$ cat src/rtl/core/ntk_pkg.sv
`timescale 1ns / 1ps
// ----------------------------------------------------------------------------
// ntk_pkg
// Shared types and constants of the nibble trie key table.
// ----------------------------------------------------------------------------
package ntk_pkg;

  localparam int KeyLevelsDef  = 5;
  localparam int NodePoolDef   = 1024;
  localparam int RecordPoolDef = 256;
  localparam int Radix         = 16;
  localparam int NibW          = 4;
  localparam int KeyW          = 20;
  localparam int ValW          = 32;
  localparam int ReqW          = 2;
  localparam int StW           = 2;
  localparam int CntW          = 5;

  typedef enum logic [ReqW-1:0] {
    REQ_INSERT = 2'd0,
    REQ_FIND   = 2'd1,
    REQ_REMOVE = 2'd2,
    REQ_UNUSED = 2'd3
  } req_e;

  typedef enum logic [StW-1:0] {
    ST_DONE     = 2'd0,
    ST_PRESENT  = 2'd1,
    ST_NOSTORE  = 2'd2,
    ST_NOTFOUND = 2'd3
  } st_e;

  typedef enum logic [3:0] {
    OP_NOP,
    OP_LOAD,
    OP_LINK_RD,
    OP_LINK_STEP,
    OP_ALLOC_RD,
    OP_ALLOC_WR,
    OP_SWEEP,
    OP_LEAF_RD,
    OP_REC_RD,
    OP_REC_WR,
    OP_VAL_RD,
    OP_REC_FREE,
    OP_PR_RD,
    OP_PR_UNLINK,
    OP_PR_DEC,
    OP_RESULT
  } op_e;

  typedef struct packed {
    op_e  op;
    st_e  res_status;
    logic res_found;
  } cmd_t;

  typedef struct packed {
    req_e req;
    logic link_null;
    logic last_level;
    logic at_leaf;
    logic node_dry;
    logic rec_dry;
    logic leaf_null;
    logic fresh;
    logic sweep_last;
    logic val_zero;
    logic node_root;
    logic cnt_zero;
  } sts_t;

endpackage

$ cat src/rtl/core/ntk_ctrl.sv
`timescale 1ns / 1ps
// ----------------------------------------------------------------------------
// ntk_ctrl
// Sequencer for insert, find and remove walks over the trie datapath.
// ----------------------------------------------------------------------------
module ntk_ctrl (
  input  logic          clk_i,
  input  logic          rst_ni,
  input  logic          in_valid_i,
  output logic          in_ready_o,
  output logic          out_valid_o,
  input  logic          out_ready_i,
  input  ntk_pkg::sts_t sts_i,
  output ntk_pkg::cmd_t cmd_o
);

  typedef enum logic [3:0] {
    S_IDLE,
    S_LINK_RD,
    S_LINK_CHK,
    S_ALLOC_WR,
    S_SWEEP,
    S_LEAF_RD,
    S_LEAF_CHK,
    S_REC_WR,
    S_VAL_CHK,
    S_PR_RD,
    S_PR_CHK,
    S_PR_DEC,
    S_RESP
  } state_e;

  state_e       state_q, state_d;
  ntk_pkg::st_e res_q, res_d;
  logic         fnd_q, fnd_d;
  logic         out_valid_q;
  logic         out_free;

  assign out_free    = !out_valid_q || out_ready_i;
  assign in_ready_o  = (state_q == S_IDLE);
  assign out_valid_o = out_valid_q;

  always_comb begin
    state_d           = state_q;
    res_d             = res_q;
    fnd_d             = fnd_q;
    cmd_o.op          = ntk_pkg::OP_NOP;
    cmd_o.res_status  = res_q;
    cmd_o.res_found   = fnd_q;
    unique case (state_q)
      S_IDLE: begin
        if (in_valid_i) begin
          cmd_o.op = ntk_pkg::OP_LOAD;
          fnd_d    = 1'b0;
          state_d  = S_LINK_RD;
        end
      end
      S_LINK_RD: begin
        if (sts_i.req == ntk_pkg::REQ_UNUSED) begin
          res_d   = ntk_pkg::ST_NOTFOUND;
          state_d = S_RESP;
        end else begin
          cmd_o.op = ntk_pkg::OP_LINK_RD;
          state_d  = S_LINK_CHK;
        end
      end
      S_LINK_CHK: begin
        if (!sts_i.link_null) begin
          cmd_o.op = ntk_pkg::OP_LINK_STEP;
          state_d  = sts_i.last_level ? S_LEAF_RD : S_LINK_RD;
        end else if (sts_i.req != ntk_pkg::REQ_INSERT) begin
          res_d   = ntk_pkg::ST_NOTFOUND;
          state_d = S_RESP;
        end else if (sts_i.node_dry) begin
          res_d   = ntk_pkg::ST_NOSTORE;
          state_d = S_RESP;
        end else begin
          cmd_o.op = ntk_pkg::OP_ALLOC_RD;
          state_d  = S_ALLOC_WR;
        end
      end
      S_ALLOC_WR: begin
        cmd_o.op = ntk_pkg::OP_ALLOC_WR;
        // a node taken for the first time gets its links cleared
        if (sts_i.fresh) state_d = S_SWEEP;
        else state_d = sts_i.last_level ? S_LEAF_RD : S_LINK_RD;
      end
      S_SWEEP: begin
        cmd_o.op = ntk_pkg::OP_SWEEP;
        if (sts_i.sweep_last) state_d = sts_i.at_leaf ? S_LEAF_RD : S_LINK_RD;
      end
      S_LEAF_RD: begin
        cmd_o.op = ntk_pkg::OP_LEAF_RD;
        state_d  = S_LEAF_CHK;
      end
      S_LEAF_CHK: begin
        priority if (sts_i.req == ntk_pkg::REQ_INSERT) begin
          if (!sts_i.leaf_null) begin
            res_d   = ntk_pkg::ST_PRESENT;
            state_d = S_RESP;
          end else if (sts_i.rec_dry) begin
            res_d   = ntk_pkg::ST_NOSTORE;
            state_d = S_RESP;
          end else begin
            cmd_o.op = ntk_pkg::OP_REC_RD;
            state_d  = S_REC_WR;
          end
        end else if (sts_i.leaf_null) begin
          res_d   = ntk_pkg::ST_NOTFOUND;
          state_d = S_RESP;
        end else if (sts_i.req == ntk_pkg::REQ_FIND) begin
          cmd_o.op = ntk_pkg::OP_VAL_RD;
          state_d  = S_VAL_CHK;
        end else begin
          cmd_o.op = ntk_pkg::OP_REC_FREE;
          state_d  = S_PR_RD;
        end
      end
      S_REC_WR: begin
        cmd_o.op = ntk_pkg::OP_REC_WR;
        res_d    = ntk_pkg::ST_DONE;
        state_d  = S_RESP;
      end
      S_VAL_CHK: begin
        // a stored zero reads as absent
        res_d   = sts_i.val_zero ? ntk_pkg::ST_NOTFOUND : ntk_pkg::ST_DONE;
        fnd_d   = !sts_i.val_zero;
        state_d = S_RESP;
      end
      S_PR_RD: begin
        if (sts_i.node_root) begin
          res_d   = ntk_pkg::ST_DONE;
          state_d = S_RESP;
        end else begin
          cmd_o.op = ntk_pkg::OP_PR_RD;
          state_d  = S_PR_CHK;
        end
      end
      S_PR_CHK: begin
        if (sts_i.cnt_zero) begin
          cmd_o.op = ntk_pkg::OP_PR_UNLINK;
          state_d  = S_PR_DEC;
        end else begin
          res_d   = ntk_pkg::ST_DONE;
          state_d = S_RESP;
        end
      end
      S_PR_DEC: begin
        cmd_o.op = ntk_pkg::OP_PR_DEC;
        state_d  = S_PR_RD;
      end
      S_RESP: begin
        if (out_free) begin
          cmd_o.op = ntk_pkg::OP_RESULT;
          state_d  = S_IDLE;
        end
      end
      default: state_d = S_IDLE;
    endcase
  end

  always_ff @(posedge clk_i or negedge rst_ni) begin
    if (!rst_ni) begin
      state_q     <= S_IDLE;
      res_q       <= ntk_pkg::ST_DONE;
      fnd_q       <= 1'b0;
      out_valid_q <= 1'b0;
    end else begin
      state_q <= state_d;
      res_q   <= res_d;
      fnd_q   <= fnd_d;
      if (state_q == S_RESP && out_free) out_valid_q <= 1'b1;
      else if (out_ready_i) out_valid_q <= 1'b0;
    end
  end

endmodule

$ cat config.mk
export PLATFORM = sky130hd
export DESIGN_NAME = ntk_ctrl
export DESIGN_NICKNAME = d
export VERILOG_FILES = /design/src/rtl/core/ntk_pkg.sv /design/src/rtl/core/ntk_ctrl.sv
export SDC_FILE = /design/constraint.sdc
export NUM_CORES = 1
export LEC_CHECK = 0
export BUFFER_PORTS_ARGS = -buffer_cell sky130_fd_sc_hd__buf_2
export CORE_UTILIZATION = 50
export DETAILED_ROUTE_END_ITERATION = 10
export PLACE_DENSITY = 0.77
export SETUP_SLACK_MARGIN = 0.02
export SLEW_MARGIN = 15
export SYNTH_ARGS = -nofsm -noshare
export SYNTH_HDL_FRONTEND = slang
export SYNTH_SLANG_ARGS = --single-unit
$ cat constraint.sdc
create_clock -name clk_i -period 2.31 [get_ports clk_i]
set_clock_uncertainty 0.05 [all_clocks]
set_input_delay 0.231 -clock clk_i [delete_from_list [all_inputs] [get_ports clk_i]]
set_output_delay 0.231 -clock clk_i [all_outputs]
set_load 0.05 [all_outputs]
-- Word level (Yosys, flattened, before mapping)
Index checks and enable logic that the tools add are counted.
- add/sub/neg operators: 0
- multipliers: 0
- div/mod/pow operators: 0
- order comparisons: 0
- eq/ne operators: 24
- shifts and indexed selects: 0
- multiplexer cells: 48
- bitwise logic cells: 0
- reduce and logical (&&, ||, !) cells: 14
- operators with widths (kind ; count):
    one-hot mux 4 bit (12 select lines) ; 2
    2-to-1 mux 4 bit ; 17
    2-to-1 mux 3 bit ; 9
    2-to-1 mux 2 bit ; 12
    == test 4 bit (second input constant) ; 5
    == test 4 x 3 -> 1 bit (second input constant) ; 4
    inequality test 2 bit (second input constant) ; 7
    one-hot mux 2 bit (7 select lines) ; 1
    == test 4 x 2 -> 1 bit (second input constant) ; 2
    AND reduction 8 bit ; 1
    nonzero test 7 bit ; 1
    2-to-1 mux 1 bit ; 6
    inequality test 3 bit (second input constant) ; 2
    nonzero test 2 bit ; 3
    == test 4 x 1 -> 1 bit (second input constant) ; 1
    logical NOT 4 bit ; 1
    inequality test 4 bit (second input constant) ; 1
    AND reduction 3 bit ; 1
    == test 2 x 1 -> 1 bit (second input constant) ; 1
    == test 2 bit (second input constant) ; 1
    logical NOT 1 bit ; 2
    logical NOT 2 bit ; 1
    one-hot mux 1 bit (2 select lines) ; 1
    AND reduction 2 bit ; 1
    3 further kinds ; 3
- register bits after elaboration: 8
- bits in latches: 0
- RAM bits: 0
- ROM bits: 0
- bits of input ports: 17
- output and inout bits: 9
- logic and storage cells: 90
- memories kept: 0

-- Longest topological paths before layout
Gate-level depths: netlist of run 1.
- depth in word-level cells: 5
- depth in mapped cells: 6
- mapped depth without buffers: 5

-- Worst setup path before layout of run 1
OpenSTA, ideal clock, no wires.
- kind: register to output
- from: register state_q[2]
- to: output port cmd_o[3] (netlist bit)
- arrival: 1879 ps
- setup slack: 150 ps
- cell stages (with the launch flop): 5
- cells stage by stage: dfrtp_1 > clkbuf_1 > buf_1 > o32ai_1 > o22ai_1
- RTL lines (element ; line ; RTL):
    from (decl) ; ntk_ctrl.sv:33 ; state_e state_q, state_d;
    from (signal assigned) ; ntk_ctrl.sv:169 ; state_q <= state_d;
    to (decl) ; ntk_ctrl.sv:14 ; output ntk_pkg::cmd_t cmd_o

==> results list, run 1 <==
* Highest cell delay on the worst timing path: 0.49 ns
- Cell row count: 15
* Maximum fanout along the worst path: 10
- Largest delay contributor family on the critical path: buffers and inverters
- Clock share of power: 0.061
* Horiz. Die Dim: 45.50 um
- In the synthesized netlist the async set-or-reset flop fraction comes to 1.000.
* Net load switching power: 1.007 mW
- Final-layout setup total negative slack: 0 ns
* Achievable Freq: 0.4450 GHz
- Count of cell types in the netlist: 50
- Worst R2R Start: state_q[1]$_DFFE_PN0P_
* Cell with the largest stage delay on the worst path: sky130_fd_sc_hd__dfrtp_1
- Clock slew at reported path FFs: 0.05 ns
- Overall global routing resource usage: 0.3160
* Type of destination of the critical path: output pin
- Fraction of layout instances using a drive strength above 1: 0.2987
- Total clock buffers created by CTS: 3
* Worst endpoint required time: 2.03 ns
- The count of endpoints failing hold in the final timing report was 0.
* Primary flip-flop cell chosen by synthesis mapping: sky130_fd_sc_hd__dfrtp_1
- Clock Latency Late Sink: 0.26 ns
- Across all hold checks on the routed design, the worst slack comes to 0.1261 ns.
* Post-CTS Setup Inserts: 0
- Peak ir drop on the vdd network: 0.0008588 V
- The worst setup path is of the flop to output pin kind.
- Of the total power, combinational logic draws 0.742.
* 1st-iter DRT viols: 64
- After detailed routing, the average wire length per cell comes to 15.56 um.
- In the final design database the tool counted 173 nets.
- The congestion estimate from routability-driven global placement came to 0.9159.
- Entering global routing, the biggest net connects 21 pins.
- Residual overflow from global routing: 0
- In this run the cell area of the synthesized design comes to 945.9 sq um.
* Area of the die: 0.002070 sq mm
- Max-slew violation count: 0
* Number of buffers on the longest clock path: 2
- The synthesized design contains 8 register bits.
- When the netlist entered floorplanning its net count stood at 145.
- HPWL after detailed placement: 2192 um
- Synthesis produced a netlist whose cell count is 128.
* Worst min-delay path class: input port to flop
- The floorplan step set the die height to 45.50 um.
- Count of yosys warnings during synthesis: 0
- At the worst endpoint, the arrival time is 1.97 ns.
- Detailed routing inserted a total of 1,121 vias.
* Max-cap check violation count: 0
- The worst setup path is launched from a flop.
- Dividing the final minimum period by the clock period gives 0.9729.
- Antenna Violating Nets Remaining: 0
- Initial standard-cell utilization of the core: 0.5419
- Antenna cells: 0
- Measured against its own limit, the worst slew margin works out to 0.6130.
- I/O pin cnt: 26
- TritonCTS built the clock tree.
* Launch instance of the worst min-delay path: sts_i[2]
- Of the total power, the share spent switching nets is 0.5884.
* Run status: completed
- CTS built an H-tree with a depth of 1.
* Sink count of the clock tree: 8
- The most critical setup path has its startpoint at state_q[1]$_DFFE_PN0P_.
* Setup repair after global routing missed its margin: false
- Initial antenna violation count: 0
* Cell chain of the critical path: buf_4, inv_2, nand2_1, o32ai_1, a311o_1, buf_2
- Dividing total power by cell area gives a power density of 1495 mW/mm^2.
* Via count of the first global-routing pass: 998
- DR vias/cell: 6.263
- Static Leakage: 0.4650 nW
- The first detailed-routing pass ran for 4 iterations.
* Global-route wire length before repair: 4623 um
- For the pin with the worst max-slew slack, the measured transition is 0.5793 ns.
* Syn avg cell area: 7.390 sq um
* DRC violation count after routing: 0
- CTS placed an instance of sky130_fd_sc_hd__clkbuf_4 at the clock tree root.
- The internal portion of the total power is 0.7044 mW.
- Buffers placed on the I/O ports in this run total 25.
* Final min period: 2.247 ns
* Sequential share of power: 0.197
- In this run the standard cell core region covers 0.001745 sq mm.
- For this run, the register share of the synthesized area comes to 0.2116.
- The synthesized design contains 0 enable-type register cells.
- The final layout contains routed wiring with a total length of 2786 um.
* Setup-violating endpoint count in the final report: 0
- Together, buffers and inverters on the worst path number 3.
* Area delta synth->final: 21.03%
-- synth_stat cells (2+ instances only) --
cell                       instances  share of area
sky130_fd_sc_hd__a21oi_1          10          0.053
sky130_fd_sc_hd__a31oi_1           3          0.020
sky130_fd_sc_hd__buf_1             3          0.012
sky130_fd_sc_hd__buf_2             2          0.011
sky130_fd_sc_hd__clkbuf_1          3          0.012
sky130_fd_sc_hd__dfrtp_1           8           0.21
sky130_fd_sc_hd__inv_1             5          0.020
sky130_fd_sc_hd__nand2_1          10          0.040
sky130_fd_sc_hd__nand2b_1          4          0.026
sky130_fd_sc_hd__nand4_1           2          0.013
sky130_fd_sc_hd__nor2_1           13          0.052
sky130_fd_sc_hd__nor2b_1           7          0.046
sky130_fd_sc_hd__nor3_1            4          0.021
sky130_fd_sc_hd__o21ai_0          13          0.069
sky130_fd_sc_hd__o221ai_1          3          0.028
sky130_fd_sc_hd__o22ai_1           3          0.020
sky130_fd_sc_hd__o32ai_1           2          0.019
-- cell usage in the layout (no fill, tap or decap), drive strengths merged, types with 4 or more instances in the layout --
cell type / synthesis / final
a31oi: 4 / 4
nor3: 4 / 4
nor2b: 7 / 7
a21oi: 10 / 10
o21ai: 13 / 13
nand2: 10 / 10
nand2b: 4 / 4
dfrtp: 8 / 8
buf: 7 / 31
nor2: 14 / 14
inv: 6 / 6
clkbuf: 3 / 4
-- registers in the layout, summed over array words and instances (netlist names) --
signal       count
state_q          4
res_q            2
fnd_q            1
out_valid_o      1
-- stage by stage --
| step | std cells | power (mW) | setup slack [ns] | instance area, sq um | utilization |
|---|---|---|---|---|---|
| 2_1_floorplan | 128 | 1.279 | 0.1501 | 945.9 | - |
| 3_3_place_gp | 175 | 1.568 | 0.1927 | 1104 | 0.6323 |
| 3_5_place_dp | 175 | 1.580 | 0.2093 | 1104 | 0.6323 |
| 4_1_cts | 179 | 1.700 | 0.08162 | 1141 | 0.6538 |
| 5_1_grt | 179 | 1.855 | 0.02710 | 1145 | 0.6559 |
| 6_report | 179 | 1.712 | 0.06269 | 1145 | 0.6559 |
-- power groups by stage --
stage | registers (mW) | logic (mW) | clock network (mW)
2_1_floorplan | 0.338 | 0.941 | 0
3_3_place_gp | 0.327 | 1.24 | 0
3_5_place_dp | 0.327 | 1.25 | 0
4_1_cts | 0.328 | 1.26 | 0.111
5_1_grt | 0.349 | 1.38 | 0.123
6_report | 0.336 | 1.27 | 0.105
-- cell families after synthesis --
family,after synthesis,synth area share
flops,8,0.2116
mux,2,0.02249
simple gates,50,0.3003
compound gates,52,0.3876
buf+inv,16,0.07804
-- layer usage --
metal / routed length (um) / up-vias / track usage
met5: 0 / - / 0
met2: 1368 / 69 / 0.4800
met3: 229 / 6 / 0.09524
met1: 1150 / 505 / 0.4092
met4: 37 / 0 / 0.1394
li1: - / 541 / -
-- final timing paths --
kind / cells after the start / end / slack (ns)
setup / recovery: 6 / cmd_o[4] / 0.06
setup reg to reg: 6 / res_q[0]$_DFFE_PN0P_ / 0.34
hold reg to reg: 1 / res_q[0]$_DFFE_PN0P_ / 0.46
min in group asynchronous: 2 / state_q[1]$_DFFE_PN0P_ / 0.29
hold / removal: 2 / fnd_q$_DFFE_PN0P_ / 0.13
max in group asynchronous: 2 / state_q[2]$_DFFE_PN0P_ / 1.74
-- what timing repair did --
item | in CTS | in global routing
endpoints found under the hold margin | 8 | 0
setup endpoints to repair | 2 | 3
hold buffers | 1 | 0
gates cloned | 0 | 0
resized for setup | 2 | 2
-- cell type report --
type,instances,area [sq um]
Clock buffer,3,22.52
Multi-Input combinational cell,104,675.6
Inverter,6,22.52
Sequential cell,8,202.7
Timing Repair Buffer,33,190.2
Tap cell,25,31.28
Fill cell,163,600.6
Power figures use the tool's default switching activity.
==> run 2, diff against run 1 <==
Settings changed: CTS_BUF_LIST from default to sky130_fd_sc_hd__clkbuf_8.
==> results list, run 2 (synthesis gave the netlist of run 1 again) <==
* Post-place setup slack: 0.2093 ns (unchanged)
- Max-slew violation count: 0 (unchanged)
- In the final layout, the registers with the most flip-flops are state_q x4, res_q x2.
* Area of the die: 0.002070 sq mm (unchanged)
- The transition at the pin with the smallest max-transition slack was 0.5841 ns (+0.004757 ns).
- The starting density of the core was 0.5419 (unchanged).
* Achievable Freq: 0.4511 GHz (+1.4%)
* Cell internal power dissipation: 0.7506 mW (+6.6%)
- The tightest min-delay check is of the input port to flop type.
* Horiz. Die Dim: 45.50 um (unchanged)
* Overall power of the completed layout: 1.763 mW (+3.0%)
- Via count of the first global-routing pass: 985 (-1.3%)
- The overall global routing resource usage came to 0.3053 (-0.01070).
- FF-to-FF End: res_q[0]$_DFFE_PN0P_
* Overall die height: 45.50 um (unchanged)
* Count of cells along the worst register-to-register path: 5 (-1)
- Fraction of layout instances using a drive strength above 1: 0.2922 (-0.006494)
* Most common library cell in the layout ignoring fill and taps: sky130_fd_sc_hd__buf_2
- The maximum number of pins on one net before global-route repair was 21 (unchanged).
- Clock Latency Late Sink: 0.23 ns (-0.03 ns)
- 1st-iter DRT viols: 65 (+1.6%)
- The peak ir drop on the vdd network came to 0.0008401 V (-2.2%).
- The switching part of the total power is 0.5744 (-0.01408).
* Setup repair after global routing missed its margin: false
* Net load switching power: 1.013 mW (+0.56%)
- Weighted congestion at the end of routability-driven global placement: 0.9159 (unchanged)
- The row count was 15 (unchanged).
* Launch instance of the worst min-delay path: sts_i[2]
* Cell at the root of the clock tree: sky130_fd_sc_hd__clkbuf_8
- Power Dens Cells: 1520 mW/mm^2 (+1.7%)
- The standby leakage power was 0.4740 nW (+1.9%).
- The critical path arrival is 1.94 ns (-0.03 ns).
- The total I/O pin count came to 26 (unchanged).
- The cell count of the worst hold path came to 2 (unchanged).
* Number of buffers on the longest clock path: 2 (unchanged)
- Post-layout worst setup margin: 0.09313 ns (+0.03043 ns)
- The worst setup path is captured at an output pin.
- The worst register-to-register path begins at state_q[2]$_DFFE_PN0P_.
- The HPWL after detailed placement came to 2192 um (unchanged).
* Area delta synth->final: 22.62%
- Hold EP: fnd_q$_DFFE_PN0P_
- H-tree lvl count: 1 (unchanged)
- The share of power burned in the clock network is 0.093 (+0.032).
* Share of total power in combinational logic: 0.719 (-0.023)
- Final hold violations: 0 (unchanged)
- The clock transition at the register clock pins on the worst setup and hold paths after CTS was 0.04 ns (about the same).
- The share of the clock period used by the worst path is 0.9597 (-0.01318).
- Register with the most flip-flops: state_q
- Reg-to-reg slack, setup: 0.33 ns (about the same)
- Sink count of the clock tree: 8 (unchanged)
* Global-route wire length before repair: 4567 um (-1.2%)
* Sequential share of power: 0.189 (-0.008)
* Initial antenna violation count: 0 (unchanged)
- The count of max-cap constraint violations was 0 (unchanged).
- Total clock buffers created by CTS: 3 (unchanged)
- Via total after detailed routing: 1,142 (+1.9%)
- The largest fanout of any net on the critical path came to 10 (unchanged).
* Setup-violating endpoint count in the final report: 0 (unchanged)
* Class of the most critical setup path: flop to output pin
* Antenna Violating Nets Remaining: 0 (unchanged)
* Hold slack final: 0.1593 ns (+0.03321 ns)
* Total Wirelength: 2766 um (-0.72%)
* Final routed wire length divided by cell count: 15.45 um (-0.72%)
* Final-layout setup total negative slack: 0 ns (unchanged)
* Commonest non-fill, non-tap cells in the layout: 25 x sky130_fd_sc_hd__buf_2, 13 x sky130_fd_sc_hd__nor2_1, 13 x sky130_fd_sc_hd__o21ai_0
* Antenna cells: 0 (unchanged)
- The final period demand of the worst path was 2.217 ns (-0.03043 ns).
- TritonCTS built the clock tree.
- The core area was 0.001745 sq mm (unchanged).
* First-pass detailed-route iteration total: 4 (unchanged)
* Worst endpoint required time: 2.03 ns (about the same)
- The port buffer count is 25 (unchanged).
* Worst slew slack as a fraction of its limit: 0.6098 (-0.003178)
- DR vias/cell: 6.380 (+1.9%)
- DRC violation count after routing: 0 (unchanged)
- Flip-flop count of the largest register, all copies and words added: 4 (unchanged)
- Net count of the finished layout: 173 (unchanged)
* Run status: completed
- The final global-route overflow total was 0 (unchanged).
- The worst setup path is launched from a flop.
[run 2: area by class of cell]
type                            instances  area [sq um]
Sequential cell                         8         201.4
Multi-Input combinational cell        104         675.6
Fill cell                             164         585.6
Tap cell                               25         31.28
Timing Repair Buffer                   33         187.7
Inverter                                6         22.52
Clock buffer                            3         41.29
[run 2: per-layer routing]
metal | track usage | vias to the layer above | wire [um]
met5 | 0 | - | 0
met4 | 0.07273 | 0 | 27
met3 | 0.07143 | 4 | 245
met2 | 0.4886 | 75 | 1360
met1 | 0.4116 | 518 | 1133
li1 | - | 545 | -
[run 2: how the worst max path moves through the flow]
stage	to	slack, ns	from	cells past startpoint
2_1_floorplan	cmd_o[3]	0.15	state_q[2]$_DFFE_PN0P_	4
3_3_place_gp	cmd_o[5]	0.19	state_q[3]$_DFFE_PN0P_	5
3_5_place_dp	cmd_o[5]	0.21	state_q[3]$_DFFE_PN0P_	5
4_1_cts	cmd_o[5]	0.04	state_q[1]$_DFFE_PN0P_	5
5_1_grt	cmd_o[5]	0.04	state_q[1]$_DFFE_PN0P_	5
6_report	cmd_o[4]	0.09	state_q[1]$_DFFE_PN0P_	6
[run 2: metrics by stage]
| stage | instance area [sq um] | utilization | cells |
|---|---|---|---|
| 2_1_floorplan | 945.9 | - | 128 |
| 3_3_place_gp | 1104 | 0.6323 | 175 |
| 3_5_place_dp | 1104 | 0.6323 | 175 |
| 4_1_cts | 1156 | 0.6624 | 179 |
| 5_1_grt | 1160 | 0.6645 | 179 |
| 6_report | 1160 | 0.6645 | 179 |
[run 2: repair_timing]
action,in CTS,in global routing
setup endpoints to repair,1,1
setup buffers,0,0
hold buffers,1,0
gates resized for setup,1,1
hold endpoints to repair,8,0
[run 2: power groups by stage]
stage | sequential [mW] | combinational, mW | clock, mW
2_1_floorplan | 0.338 | 0.941 | 0
3_3_place_gp | 0.327 | 1.24 | 0
3_5_place_dp | 0.327 | 1.25 | 0
4_1_cts | 0.329 | 1.26 | 0.167
5_1_grt | 0.348 | 1.38 | 0.175
6_report | 0.333 | 1.27 | 0.163
[run 2: critical path, stage by stage, from the launching register on]
cell and delay (ns):
sky130_fd_sc_hd__dfrtp_1 0.48, sky130_fd_sc_hd__buf_4 0.22, sky130_fd_sc_hd__inv_2 0.12, sky130_fd_sc_hd__nand2_1 0.13, sky130_fd_sc_hd__o32ai_1 0.35, sky130_fd_sc_hd__a311o_1 0.16
sky130_fd_sc_hd__buf_2 0.25
